[config.mk]
export PLATFORM = sky130hd
export DESIGN_NAME = cnsw_engine
export DESIGN_NICKNAME = d
export VERILOG_FILES = /design/src/hw/rtl/cnsw_pkg.sv /design/src/hw/rtl/cnsw_engine.sv
export SDC_FILE = /design/constraint.sdc
export NUM_CORES = 1
export LEC_CHECK = 0
export ABC_AREA = 1
export BUFFER_PORTS_ARGS = -buffer_cell sky130_fd_sc_hd__buf_2
export CORE_ASPECT_RATIO = 1.4
export CORE_MARGIN = 2
export CORE_UTILIZATION = 25
export CTS_CLUSTER_DIAMETER = 200
export CTS_CLUSTER_SIZE = 28
export DETAILED_ROUTE_END_ITERATION = 10
export SYNTH_ARGS = -nofsm -noshare
export SYNTH_HDL_FRONTEND = slang
export SYNTH_SLANG_ARGS = --single-unit
[constraint.sdc]
create_clock -name clk -period 4.9 [get_ports clk]
set_clock_uncertainty 0.2 [all_clocks]
set_input_delay 1.225 -clock clk [delete_from_list [all_inputs] [get_ports clk]]
set_output_delay 1.225 -clock clk [all_outputs]
set_load 0.005 [all_outputs]
[src/hw/rtl/cnsw_pkg.sv]
// Shared types, constants and helpers for the text-mode console writer.
// Used by cnsw_cell_store, cnsw_engine and text_mode_console_writer_core.
// No dependencies.
package cnsw_pkg;

    // Screen geometry
    localparam int COLUMNS    = 80;
    localparam int ROWS       = 25;
    localparam int TAB_STOP   = 8;
    localparam int CELL_COUNT = ROWS * COLUMNS;
    localparam int ADDR_W     = $clog2(CELL_COUNT);

    // Field widths
    localparam int ROW_W  = 5;
    localparam int COL_W  = 7;
    localparam int POS_W  = 11;
    localparam int CHAR_W = 8;
    localparam int ATTR_W = 8;
    localparam int CELL_W = 16;
    localparam int IN_W   = 8;

    // Command codes
    localparam logic [1:0] CMD_PUT   = 2'd0;
    localparam logic [1:0] CMD_SET   = 2'd1;
    localparam logic [1:0] CMD_CLEAR = 2'd2;
    localparam logic [1:0] CMD_READ  = 2'd3;

    // Character codes
    localparam logic [CHAR_W-1:0] CH_SPACE     = 8'h20;
    localparam logic [CHAR_W-1:0] CH_NEWLINE   = 8'h0A;
    localparam logic [CHAR_W-1:0] CH_TAB       = 8'h09;
    localparam logic [CHAR_W-1:0] CH_BACKSPACE = 8'h08;

    localparam logic [ATTR_W-1:0] RESET_ATTR = 8'h0F;

    typedef struct packed {
        logic [1:0]        cmd;
        logic [CHAR_W-1:0] char_code;
        logic [IN_W-1:0]   row_in;
        logic [IN_W-1:0]   col_in;
    } cmd_word_t;

    typedef struct packed {
        logic [ROW_W-1:0]  cursor_row_out;
        logic [COL_W-1:0]  cursor_col_out;
        logic [POS_W-1:0]  cursor_pos;
        logic [CELL_W-1:0] cell_value;
    } res_word_t;

    typedef struct packed {
        logic              en;
        logic [ADDR_W-1:0] addr;
        logic [CELL_W-1:0] data;
    } cell_wr_t;

    typedef struct packed {
        logic              en;
        logic [ADDR_W-1:0] addr;
    } cell_rd_t;

    typedef struct packed {
        logic idle;
        logic done;
    } eng_status_t;

    typedef enum logic [6:0] {
        ST_FILL        = 7'b0000001,
        ST_IDLE        = 7'b0000010,
        ST_TAB         = 7'b0000100,
        ST_SCROLL      = 7'b0001000,
        ST_SCROLL_LAST = 7'b0010000,
        ST_READ        = 7'b0100000,
        ST_DONE        = 7'b1000000
    } state_t;

    // Linear cell index of a row/column pair
    function automatic logic [ADDR_W-1:0] cell_addr(input logic [ROW_W-1:0] row,
                                                    input logic [COL_W-1:0] col);
        logic [ADDR_W-1:0] row_ext;
        row_ext = ADDR_W'(row);
        return ADDR_W'(row_ext * ADDR_W'(COLUMNS)) + ADDR_W'(col);
    endfunction

endpackage

[src/hw/rtl/cnsw_engine.sv]
// Command sequencer: cursor state, fill/scroll/tab walks over the cell memory.
// Depends on cnsw_pkg; drives the ports of cnsw_cell_store.
module cnsw_engine (
    input  logic                            clk,
    input  logic                            rst_n,
    input  logic                            cmd_valid,
    input  cnsw_pkg::cmd_word_t             cmd_word,
    input  logic [cnsw_pkg::ATTR_W-1:0]     attr,
    input  logic                            res_free,
    output cnsw_pkg::eng_status_t           status,
    output cnsw_pkg::res_word_t             result,
    output cnsw_pkg::cell_wr_t              cell_wr,
    output cnsw_pkg::cell_rd_t              cell_rd,
    input  logic [cnsw_pkg::CELL_W-1:0]     rd_data
);

    cnsw_pkg::state_t                  state_reg, state_next;
    logic [cnsw_pkg::ROW_W-1:0]        row_reg, row_next;
    logic [cnsw_pkg::COL_W-1:0]        col_reg, col_next;
    logic [cnsw_pkg::ADDR_W-1:0]       cnt_reg, cnt_next;
    logic [cnsw_pkg::ADDR_W-1:0]       wr_addr_reg, wr_addr_next;
    logic                              pend_reg, pend_next;
    logic                              init_reg, init_next;
    logic [cnsw_pkg::CELL_W-1:0]       cell_reg, cell_next;

    logic                              last_col;
    logic                              last_row;
    logic [cnsw_pkg::COL_W-1:0]        col_inc;
    logic [cnsw_pkg::ATTR_W-1:0]       fill_attr;
    logic [cnsw_pkg::ROW_W-1:0]        row_clamp;
    logic [cnsw_pkg::COL_W-1:0]        col_clamp;

    assign last_col  = (col_reg == cnsw_pkg::COL_W'(cnsw_pkg::COLUMNS - 1));
    assign last_row  = (row_reg == cnsw_pkg::ROW_W'(cnsw_pkg::ROWS - 1));
    assign col_inc   = col_reg + cnsw_pkg::COL_W'(1);
    assign fill_attr = init_reg ? cnsw_pkg::RESET_ATTR : attr;

    assign row_clamp = (cmd_word.row_in >= cnsw_pkg::IN_W'(cnsw_pkg::ROWS))
                     ? cnsw_pkg::ROW_W'(cnsw_pkg::ROWS - 1)
                     : cmd_word.row_in[cnsw_pkg::ROW_W-1:0];
    assign col_clamp = (cmd_word.col_in >= cnsw_pkg::IN_W'(cnsw_pkg::COLUMNS))
                     ? cnsw_pkg::COL_W'(cnsw_pkg::COLUMNS - 1)
                     : cmd_word.col_in[cnsw_pkg::COL_W-1:0];

    always_comb
    begin
        state_next   = state_reg;
        row_next     = row_reg;
        col_next     = col_reg;
        cnt_next     = cnt_reg;
        wr_addr_next = wr_addr_reg;
        pend_next    = pend_reg;
        init_next    = init_reg;
        cell_next    = cell_reg;
        cell_wr      = '0;
        cell_rd      = '0;
        status       = '0;

        unique case (state_reg)
            cnsw_pkg::ST_FILL:
            begin
                cell_wr.en   = 1'b1;
                cell_wr.addr = cnt_reg;
                cell_wr.data = {fill_attr, cnsw_pkg::CH_SPACE};
                cnt_next     = cnt_reg + cnsw_pkg::ADDR_W'(1);
                if (cnt_reg == cnsw_pkg::ADDR_W'(cnsw_pkg::CELL_COUNT - 1))
                begin
                    init_next  = 1'b0;
                    state_next = init_reg ? cnsw_pkg::ST_IDLE : cnsw_pkg::ST_DONE;
                end
            end

            cnsw_pkg::ST_IDLE:
            begin
                status.idle = 1'b1;
                if (cmd_valid)
                begin
                    cell_next  = '0;
                    state_next = cnsw_pkg::ST_DONE;
                    unique case (cmd_word.cmd)
                        cnsw_pkg::CMD_PUT:
                        begin
                            priority if (cmd_word.char_code == cnsw_pkg::CH_NEWLINE)
                            begin
                                col_next = '0;
                                if (last_row)
                                begin
                                    cnt_next   = cnsw_pkg::ADDR_W'(cnsw_pkg::COLUMNS);
                                    pend_next  = 1'b0;
                                    state_next = cnsw_pkg::ST_SCROLL;
                                end
                                else
                                begin
                                    row_next = row_reg + cnsw_pkg::ROW_W'(1);
                                end
                            end
                            else if (cmd_word.char_code == cnsw_pkg::CH_TAB)
                            begin
                                state_next = cnsw_pkg::ST_TAB;
                            end
                            else if (cmd_word.char_code == cnsw_pkg::CH_BACKSPACE)
                            begin
                                // stay within the row
                                if (col_reg != '0)
                                begin
                                    col_next     = col_reg - cnsw_pkg::COL_W'(1);
                                    cell_wr.en   = 1'b1;
                                    cell_wr.addr = cnsw_pkg::cell_addr(row_reg,
                                                       col_reg - cnsw_pkg::COL_W'(1));
                                    cell_wr.data = {attr, cnsw_pkg::CH_SPACE};
                                end
                            end
                            else
                            begin
                                cell_wr.en   = 1'b1;
                                cell_wr.addr = cnsw_pkg::cell_addr(row_reg, col_reg);
                                cell_wr.data = {attr, cmd_word.char_code};
                                if (last_col)
                                begin
                                    col_next = '0;
                                    if (last_row)
                                    begin
                                        cnt_next   = cnsw_pkg::ADDR_W'(cnsw_pkg::COLUMNS);
                                        pend_next  = 1'b0;
                                        state_next = cnsw_pkg::ST_SCROLL;
                                    end
                                    else
                                    begin
                                        row_next = row_reg + cnsw_pkg::ROW_W'(1);
                                    end
                                end
                                else
                                begin
                                    col_next = col_inc;
                                end
                            end
                        end

                        cnsw_pkg::CMD_SET:
                        begin
                            row_next = row_clamp;
                            col_next = col_clamp;
                        end

                        cnsw_pkg::CMD_CLEAR:
                        begin
                            row_next   = '0;
                            col_next   = '0;
                            cnt_next   = '0;
                            state_next = cnsw_pkg::ST_FILL;
                        end

                        cnsw_pkg::CMD_READ:
                        begin
                            cell_rd.en   = 1'b1;
                            cell_rd.addr = cnsw_pkg::cell_addr(row_clamp, col_clamp);
                            state_next   = cnsw_pkg::ST_READ;
                        end

                        default:
                        begin
                            state_next = cnsw_pkg::ST_DONE;
                        end
                    endcase
                end
            end

            cnsw_pkg::ST_TAB:
            begin
                // one space per cycle until the next tab stop
                cell_wr.en   = 1'b1;
                cell_wr.addr = cnsw_pkg::cell_addr(row_reg, col_reg);
                cell_wr.data = {attr, cnsw_pkg::CH_SPACE};
                if (last_col)
                begin
                    col_next = '0;
                    if (last_row)
                    begin
                        cnt_next   = cnsw_pkg::ADDR_W'(cnsw_pkg::COLUMNS);
                        pend_next  = 1'b0;
                        state_next = cnsw_pkg::ST_SCROLL;
                    end
                    else
                    begin
                        row_next   = row_reg + cnsw_pkg::ROW_W'(1);
                        state_next = cnsw_pkg::ST_DONE;
                    end
                end
                else
                begin
                    col_next = col_inc;
                    if ((col_inc % cnsw_pkg::COL_W'(cnsw_pkg::TAB_STOP)) == '0)
                    begin
                        state_next = cnsw_pkg::ST_DONE;
                    end
                end
            end

            cnsw_pkg::ST_SCROLL:
            begin
                // read one row ahead, write the word read last cycle
                cell_rd.en   = 1'b1;
                cell_rd.addr = cnt_reg;
                cell_wr.en   = pend_reg;
                cell_wr.addr = wr_addr_reg;
                cell_wr.data = rd_data;
                pend_next    = 1'b1;
                wr_addr_next = cnt_reg - cnsw_pkg::ADDR_W'(cnsw_pkg::COLUMNS);
                cnt_next     = cnt_reg + cnsw_pkg::ADDR_W'(1);
                if (cnt_reg == cnsw_pkg::ADDR_W'(cnsw_pkg::CELL_COUNT - 1))
                begin
                    state_next = cnsw_pkg::ST_SCROLL_LAST;
                end
            end

            cnsw_pkg::ST_SCROLL_LAST:
            begin
                cell_wr.en   = 1'b1;
                cell_wr.addr = wr_addr_reg;
                cell_wr.data = rd_data;
                pend_next    = 1'b0;
                cnt_next     = cnsw_pkg::ADDR_W'((cnsw_pkg::ROWS - 1) * cnsw_pkg::COLUMNS);
                state_next   = cnsw_pkg::ST_FILL;
            end

            cnsw_pkg::ST_READ:
            begin
                cell_next  = rd_data;
                state_next = cnsw_pkg::ST_DONE;
            end

            cnsw_pkg::ST_DONE:
            begin
                if (res_free)
                begin
                    status.done = 1'b1;
                    state_next  = cnsw_pkg::ST_IDLE;
                end
            end

            default:
            begin
                state_next = cnsw_pkg::ST_IDLE;
            end
        endcase
    end

    always_comb
    begin
        result.cursor_row_out = row_reg;
        result.cursor_col_out = col_reg;
        result.cursor_pos     = cnsw_pkg::POS_W'(cnsw_pkg::cell_addr(row_reg, col_reg));
        result.cell_value     = cell_reg;
    end

    always_ff @(posedge clk or negedge rst_n)
    begin
        if (!rst_n)
        begin
            state_reg <= cnsw_pkg::ST_FILL;
            row_reg   <= '0;
            col_reg   <= '0;
            cnt_reg   <= '0;
            pend_reg  <= 1'b0;
            init_reg  <= 1'b1;
        end
        else
        begin
            state_reg <= state_next;
            row_reg   <= row_next;
            col_reg   <= col_next;
            cnt_reg   <= cnt_next;
            pend_reg  <= pend_next;
            init_reg  <= init_next;
        end
    end

    always_ff @(posedge clk)
    begin
        wr_addr_reg <= wr_addr_next;
        cell_reg    <= cell_next;
    end

endmodule

==> results.json, run 1 <==
{
  "report.final.slew_viol_count": 0,
  "die_w_um": 131.9,
  "hold_buffers": 0,
  "setup_viol": 0,
  "netlist_area_um2": 5722,
  "cts_tree": "yes",
  "syn_to_final_growth_pct": 25.43,
  "fin_setup_tns_ns": 0,
  "crit_fanout": 5,
  "cp.arrival_ns": 3.32,
  "root_buffer": "clkbuf_16",
  "overflow": 0,
  "synth_top_family_by_area": "simple AND/OR/NAND/NOR gates",
  "synth_edf_count": 27,
  "ant_nets": 0,
  "cp-start-kind": "primary input",
  "tightest_slew_ns": 0.8302,
  "postLayoutCellArea_um2": 7177,
  "muxShareOfSynthArea_pct": 0,
  "netlist-cell-type-count": 44,
  "layout_setup_ws_ns": 0.1585,
  "synth_xor_area_share_pct": 3.521,
  "ios": 135,
  "numCtsBuffers": 9,
  "dp_hpwl_um": 15390,
  "diodes": 0,
  "clockBufferDepth": 2,
  "holdWs_ns": 0.3059,
  "max_freq_mhz": 210.9,
  "ys.flop_type": "dfrtp_1",
  "die_y_um": 183,
  "finalHoldViolCount": 0,
  "max-slew-margin-rel_pct": 44.65,
  "status": "finished clean",
  "syn_inst": 828,
  "grt_pass1_vias": 5886,
  "use_met1_pct": 20.18,
  "ys_seq_area_share_pct": 28.21,
  "path_common_cell": "nand2_1",
  "synth-seq-cells": 59,
  "yosysTopAreaCellShare_pct": 14.17,
  "grt_usage_pct": 16.03,
  "synth_simple_gate_area_share_pct": 33.41,
  "placed_cells": 1255,
  "clkSinkCount": 59,
  "crit_type": "in -> out",
  "wirelength_um": 19260,
  "critPathSlowestCell": "fa_2",
  "crit_path_max_incr_delay_ns": 0.49,
  "drt_pre_antenna_iters": 5,
  "clock_latency_ns": 0.34,
  "synthArstFlopShare_pct": 54.24,
  "antenna_found_initial": 0,
  "timing.final.crit_share_pct": 96.77,
  "cts_max_level": 3,
  "power_density_nw_per_um2": 410.6,
  "ys_warn_count": 0,
  "synth_area_leader_cell": "edfxtp_1",
  "synthTopCellsByArea": "edfxtp_1 14%, dfrtp_1 13%, nand2_1 13%",
  "largest_register_ffs": 16,
  "place.gp.congestion": 0.9157,
  "crit_chain": "buf_2 > nor2_2 > nand2_1 > nand2_1 > nand2_1 > nor2_1 > inv_1 > ha_4 > ha_4 > inv_2 > fa_2 > nor2_4 > nand2_1 > nand3_1 > nand3_1 > nand2_1 > buf_2",
  "num_vias": 6058,
  "dp_slack_ns": -0.06371,
  "use_met2_pct": 27.85,
  "grt_pass1_wl_um": 30740,
  "dieArea_um2": 24130,
  "fin_cells": 1272,
  "clkTransAtPathRegs_ns": 0.06,
  "worstPathRequired_ns": 3.47,
  "synth_nets": 922,
  "synth_common_cells": "196 x nand2_1, 121 x inv_1, 73 x nand3_1",
  "fin_crit_ns": 4.742,
  "layout.nets": 1060,
  "synth_fa_ha_area_share_pct": 9.272,
  "wl_per_cell_um": 15.14,
  "synthMostInstantiatedCell": "nand2_1",
  "power.leakage_nw": 3.815,
  "drive_gt1_share_pct": 25.44,
  "hold_class": "reg -> reg",
  "grt_util_met3_pct": 3.206,
  "rows": 65,
  "vdd_drop_max_uv": 186.4,
  "core_um2": 22530,
  "io_buffers": 134,
  "grt_max_degree": 33,
  "end_kind": "output port",
  "syn_avg_cell_area_um2": 6.910,
  "synth_compound_area_share_pct": 14.50,
  "drc_errors": 0,
  "vias_per_cell": 4.763,
  "top_usage_layer": "met2",
  "dpl-instance-area_um2": 6750,
  "initial_utilization_pct": 25.40,
  "drt_iter0_markers": 453,
  "max_cap_viol_count": 0
}
-- report_power, final --
group | switching [W] | internal (W) | leakage (nW)
logic | 0.000901 | 0.000496 | 2.98
registers | 0.000164 | 0.000676 | 0.677
clock network | 0.000261 | 0.000449 | 0.160
total | 0.00133 | 0.00162 | 3.81
-- timing repair --
| action | 4_1_cts | 5_1_grt |
|---|---|---|
| setup endpoints to repair | 2 | 3 |
| gates cloned | 0 | 0 |
| pin swaps | 0 | 13 |
| setup buffers | 0 | 1 |
| resized for setup | 2 | 23 |
-- final cells by class --
type,count,area [um2]
repair buffers,149,783.3
clock buffers,9,225.2
clock inverters,7,100.1
well taps,301,376.6
flip-flops and latches,59,1614
multi-input cells,611,3565
fillers,2440,15350
inverters,136,513.0
-- cell usage in the layout, fill, tap and decap left out, types with 3 or more instances in the layout --
cell type	n
o21ai_0	54
fa_1	3
nor2_4	6
nor2_2	10
clkinv_4	3
nand3_2	7
xor2_1	16
xnor2_1	6
nor3_1	12
nor3_2	3
a22oi_1	3
inv_2	18
o211ai_1	12
clkbuf_16	9
or2_2	3
nand3_1	70
o21ai_1	22
nor2_1	60
buf_2	134
ha_1	34
nand2_4	5
edfxtp_1	27
buf_4	15
dfrtp_1	30
inv_1	117
nand2_2	12
o22ai_1	13
nor2_8	3
nand4_1	10
nand2_1	194
a21oi_1	28
-- path summary, 6_finish.rpt --
kind	from	to	slack [ns]	cells after the start
setup / recovery	cmd_word[8]	cell_rd[9]	0.16	17
hold / removal	init_reg	init_reg	0.31	2
setup reg to reg	state_reg[0]	state_reg[6]	2.29	11
hold reg to reg	init_reg	init_reg	0.31	2
max in group asynchronous	rst_n	cnt_reg[10]	3.18	1
min in group asynchronous	rst_n	col_reg[3]	0.78	1
-- layer usage --
| layer | part of all wire (%) | vias to the layer above |
|---|---|---|
| met1 | 43 | 2811 |
| met5 | 0 | - |
| met4 | 1.3 | 0 |
| met3 | 7.7 | 21 |
| met2 | 48 | 236 |
| li1 | - | 2990 |
-- through the flow --
step	util, %	total power, W
floorplan	-	0.001772
global placement	29.96	0.002230
detailed placement	29.96	0.002240
CTS	31.44	0.002961
global route	31.86	0.003174
finish	31.86	0.002947
-- critical path, delay by kind of cell --
family | cells | cell delay [ns]
fa+ha+maj | 3 | 0.89
simple gates | 10 | 0.86
buf+inv | 4 | 0.34
-- kinds of logic (layout without fill, tap and decap cells) --
logic type               after synthesis  count (layout)
AND/OR/NAND/NOR                      402             402
adder cells (fa/ha/maj)               40              40
AO/OA/AOI/OAI                        146             146
buffers and inverters                158             301
XOR/XNOR                              23              23
flip-flops                            59              59
Power figures use the tool's default switching activity.
==> inputs of run 2 (changes only) <==
CELL_PAD_IN_SITES_DETAIL_PLACEMENT = 1   (was default)
CELL_PAD_IN_SITES_GLOBAL_PLACEMENT = 1   (was default)
PLACE_DENSITY_LB_ADDON = 0.1   (was default)
clock period = 5.9 ns   (was 4.9 ns; I/O delays follow)
==> run 2 against run 1 <==
Clock-buffer cell count stayed put. Die area stayed put. Non-clock buffer count is 10 lower. Design area is 2.3% lower.
==> results.json, run 2 (synthesis gave the netlist of run 1 again) <==
{
  "status": "finished clean",
  "fin_setup_tns_ns": 0,
  "io_buffers": 134,
  "grt_pass1_wl_um": 36670,
  "root_buffer": "clkbuf_16",
  "max-slew-margin-rel_pct": 39.25,
  "hold_buffers": 0,
  "grt_max_degree": 33,
  "setup_viol": 0,
  "path_common_cell": "nand3_1",
  "dieArea_um2": 24130,
  "max_cap_viol_count": 0,
  "fin_crit_ns": 5.557,
  "wl_per_cell_um": 18.32,
  "layout.nets": 1050,
  "startpoint": "cmd_word[15]",
  "clockBufferDepth": 2,
  "hold_class": "reg -> reg",
  "diodes": 0,
  "fillerInstances": 2910,
  "numCtsBuffers": 9,
  "finalHoldViolCount": 0,
  "wirelength_um": 23120,
  "worstPathRequired_ns": 4.22,
  "use_met2_pct": 36.85,
  "place.gp.congestion": 0.8303,
  "rsz0062_at_grt": "false",
  "max_freq_mhz": 180.0,
  "die_w_um": 131.9,
  "power.leakage_nw": 3.745,
  "grt_usage_pct": 19.75,
  "antenna_found_initial": 0,
  "crit_type": "in -> out",
  "drt_iter0_markers": 217,
  "grt_util_met3_pct": 4.229,
  "grt_pass1_vias": 6501,
  "use_met1_pct": 22.19,
  "final_cell_mix": "196 x nand2_1, 134 x buf_2, 121 x inv_1",
  "timing.final.crit_share_pct": 94.18,
  "syn_to_final_growth_pct": 22.57,
  "vdd_drop_max_uv": 137.7,
  "initial_utilization_pct": 25.40,
  "die_y_um": 183,
  "largest_register_ffs": 16,
  "rows": 65,
  "core_um2": 22530,
  "crit_fanout": 5,
  "ant_nets": 0,
  "overflow": 0,
  "cts_tree": "yes",
  "hold_start": "init_reg",
  "power_density_nw_per_um2": 356.4,
  "r2r-start": "state_reg[5]",
  "dp_slack_ns": 0.1936,
  "cp.arrival_ns": 3.88,
  "top_usage_layer": "met2",
  "drt_pre_antenna_iters": 4,
  "final_common_cell": "nand2_1",
  "dp_hpwl_um": 18720,
  "critPathSlowestCell": "fa_1",
  "cts_max_level": 3,
  "crit_chain": "buf_2 > nor3_2 > nand2_1 > nor2_1 > inv_1 > ha_1 > ha_1 > inv_1 > fa_1 > nor2_1 > nand3_1 > nand3_1 > nand3_1 > nand2_1 > buf_2",
  "report.final.slew_viol_count": 0,
  "drc_errors": 0,
  "critPathBufInv": 4,
  "tightest_slew_ns": 0.9112,
  "end_kind": "output port",
  "clock_latency_ns": 0.36,
  "crit_path_max_incr_delay_ns": 0.43,
  "cp_top_family": "simple AND/OR/NAND/NOR gates",
  "dpl-instance-area_um2": 6683,
  "cp-start-kind": "primary input",
  "clkSinkCount": 59,
  "layout_setup_ws_ns": 0.3434,
  "postLayoutCellArea_um2": 7013,
  "ios": 135,
  "vias_per_cell": 4.694,
  "drive_gt1_share_pct": 22.79,
  "num_vias": 5924,
  "clkTransAtPathRegs_ns": 0.05
}
[run 2: cell count changes in the layout (fill, tap and decap cells not counted), sizes merged]
cell | before | now
buf | 149 | 139
inv | 137 | 138
clkinv | 4 | 0
clkinvlp | 0 | 3
[run 2: metrics by stage]
stage / total power (W) / cells / hold WS [ns] / util, %
floorplan: 0.001472 / 828 / 0.2643 / -
global placement: 0.001921 / 1246 / 0.2948 / 29.66
detailed placement: 0.001930 / 1246 / 0.2939 / 29.66
CTS: 0.002549 / 1262 / 0.3029 / 31.11
global route: 0.002714 / 1262 / 0.3651 / 31.13
finish: 0.002500 / 1262 / 0.3017 / 31.13
[run 2: area by class of cell]
| cell class | instances | area [um2] | share of cell area [%] |
|---|---|---|---|
| Sequential cell | 59 | 1614 | 23.02 |
| Multi-Input combinational cell | 611 | 3478 | 49.60 |
| Clock inverter | 7 | 100.1 | 1.427 |
| Tap cell | 301 | 376.6 | 5.370 |
| Clock buffer | 9 | 225.2 | 3.211 |
| Inverter | 136 | 510.5 | 7.279 |
| Timing Repair Buffer | 139 | 708.2 | 10.10 |
[run 2: timing repair]
action / CTS / global route
endpoints found under the setup margin: 0 / 2
buffers inserted: 0 / 0
resized for setup: 0 / 1
[run 2: worst register-to-register path, stage by stage (launching register included)]
cell	delay (ns)
dfrtp_1	0.42
nor2_2	0.16
nand2_1	0.08
inv_2	0.11
nand2_1	0.52
buf_4	0.44
nand2_1	0.13
nand2_1	0.11
nor3_4	0.39
nand3_1	0.23
nand2_1	0.11
[run 2: layer usage]
| layer | part of all wire, % | vias up | wire length (um) |
|---|---|---|---|
| met5 | 0 | - | 0 |
| met4 | 2.1 | 0 | 478 |
| met3 | 4.5 | 22 | 1036 |
| met2 | 52 | 132 | 11910 |
| met1 | 42 | 2792 | 9696 |
| li1 | - | 2978 | - |
[run 2: final timing paths]
path / cells past startpoint / slack (ns) / to
setup / recovery: 15 / 0.34 / cell_rd[9]
hold / removal: 2 / 0.30 / init_reg
setup reg to reg: 10 / 2.93 / col_reg[2]
hold reg to reg: 2 / 0.30 / init_reg
max in group asynchronous: 1 / 3.86 / row_reg[4]
min in group asynchronous: 1 / 1.05 / state_reg[5]
[run 2: power breakdown]
group	internal (W)	switching, W	total, W
clock network	0.000373	0.000231	0.000604
registers	0.000561	0.000153	0.000714
logic	0.000405	0.000777	0.00118
total	0.00134	0.00116	0.00250
==> inputs of run 3 (changes only) <==
clock period = 5.6 ns   (was 5.9 ns; I/O delays follow)
==> run 3 against run 2 <==
Worst setup slack got worse by 0.096 ns. Clock power shrank 6.1%. Non-clock buffer count is 3 higher. Register-to-register slack gained 0.13 ns. Global-route usage hardly changed. Worst hold slack better by 0.016 ns. Critical path depth is the same. Design area down 0.12%. Largest cell class unchanged. Largest power group unchanged.
==> results.json, run 3 (synthesis gave the netlist of run 1 again) <==
{
  "vdd_drop_max_uv": 143.9,
  "drt_iter0_markers": 204,
  "clock_latency_ns": 0.36,
  "num_vias": 5983,
  "final_common_cell": "nand2_1",
  "layout_setup_ws_ns": 0.2471,
  "status": "finished clean",
  "place.gp.congestion": 0.8211,
  "dp_slack_ns": 0.07986,
  "fin_setup_tns_ns": 0,
  "ctsResizeCount": 0,
  "numCtsBuffers": 9,
  "io_buffers": 134,
  "diodes": 0,
  "largest_register_ffs": 16,
  "timing.final.crit_share_pct": 95.59,
  "clkSinkCount": 59,
  "setup_viol": 0,
  "hold_start": "init_reg",
  "cp-start-kind": "primary input",
  "worstPathRequired_ns": 4.00,
  "hold_buffers": 0,
  "wl_per_cell_um": 18.27,
  "root_buffer": "clkbuf_16",
  "placed_cells": 1249,
  "drc_errors": 0,
  "reg2reg_depth": 5,
  "crit_fanout": 5,
  "fin_crit_ns": 5.353,
  "tightest_slew_ns": 0.8720,
  "use_met1_pct": 21.94,
  "power.leakage_nw": 3.759,
  "initial_utilization_pct": 25.40,
  "antenna_found_initial": 0,
  "ios": 135,
  "r2r-start": "state_reg[1]",
  "hold_class": "reg -> reg",
  "ant_nets": 0,
  "cts_setup_buffers": 0,
  "cp.arrival_ns": 3.75,
  "holdPathStages": 2,
  "dieArea_um2": 24130,
  "overflow": 0,
  "rsz0062_at_grt": "false",
  "drive_gt1_share_pct": 23.03,
  "die_w_um": 131.9,
  "rrSetupSlack_ns": 3.06,
  "clkTransAtPathRegs_ns": 0.05,
  "post-route-util_pct": 31.09,
  "layout.nets": 1053,
  "max_cap_viol_count": 0,
  "grt_pass1_wl_um": 36630,
  "fin_cells": 1265,
  "use_met2_pct": 37.33,
  "max_freq_mhz": 186.8,
  "grt_util_met3_pct": 4.229,
  "min_to": "init_reg",
  "clockBufferDepth": 2,
  "grt_max_degree": 33,
  "end_kind": "output port",
  "wirelength_um": 23110,
  "die_y_um": 183,
  "grt_usage_pct": 19.78,
  "reg2reg_to": "cell_reg[5]",
  "top_usage_layer": "met2",
  "cts_tree": "yes",
  "syn_to_final_growth_pct": 22.41,
  "power_density_nw_per_um2": 365.5,
  "report.final.slew_viol_count": 0,
  "final_cell_mix": "196 x nand2_1, 134 x buf_2, 121 x inv_1",
  "rows": 65,
  "crit_type": "in -> out",
  "vias_per_cell": 4.730,
  "cts_max_level": 3,
  "grt_pass1_vias": 6372,
  "drt_pre_antenna_iters": 4,
  "core_um2": 22530,
  "finalHoldViolCount": 0,
  "max-slew-margin-rel_pct": 41.87,
  "dp_hpwl_um": 18700
}
## run 3: cell types whose count changed in the layout (fill, tap and decap cells not counted), moves of 2 or more
cell / before / now
buf_4: 5 / 8
bufinv_16: 2 / 0
clkinv_2: 0 / 3
clkinvlp_4: 3 / 0
inv_6: 2 / 0
## run 3: per-stage QoR
stage               area, um2  power [W]  hold WS, ns
finish                   7004   0.002560       0.3177
floorplan                5722   0.001551       0.2643
CTS                      6997   0.002615       0.3166
detailed placement       6705   0.002035       0.3076
global placement         6705   0.002029       0.3024
global route             7004   0.002793       0.3760
## run 3: report_power, final
part	switching (W)	internal [W]
clock network	0.000230	0.000337
logic	0.000819	0.000431
registers	0.000152	0.000592
total	0.00120	0.00136
## run 3: critical path: stages
cell and delay, ns:
buf_2 0.10, nor3_2 0.22, nand2_1 0.12, nor2_1 0.11, inv_1 0.09, ha_1 0.30, ha_1 0.19, inv_1 0.09
fa_1 0.45, nor2_2 0.23, nand3_1 0.10, nand3_1 0.09, nand3_1 0.08, nand2_1 0.06, buf_2 0.11
## run 3: layout make-up
type	count	area, um2
Fill cell	2941	15520
Multi-Input combinational cell	611	3481
Sequential cell	59	1614
Timing Repair Buffer	142	730.7
Inverter	136	510.5
Tap cell	301	376.6
Clock buffer	12	267.8
Clock inverter	4	23.77
## run 3: worst max path at each step
| stage | start | to | depth (start not counted) |
|---|---|---|---|
| 3_3_place_gp | cmd_word[15] | cell_rd[9] | 15 |
| 6_report | cmd_word[15] | cell_rd[9] | 15 |
| 2_1_floorplan | cmd_word[15] | cell_rd[9] | 13 |
| 5_1_grt | cmd_word[15] | cell_rd[9] | 15 |
| 4_1_cts | cmd_word[15] | cell_rd[9] | 15 |
| 3_5_place_dp | cmd_word[15] | cell_rd[9] | 15 |
## run 3: per-layer routing
| metal | vias up | routed length [um] |
|---|---|---|
| met5 | - | 0 |
| met4 | 0 | 425 |
| met3 | 19 | 1089 |
| met2 | 143 | 12110 |
| met1 | 2837 | 9485 |
| li1 | 2984 | - |
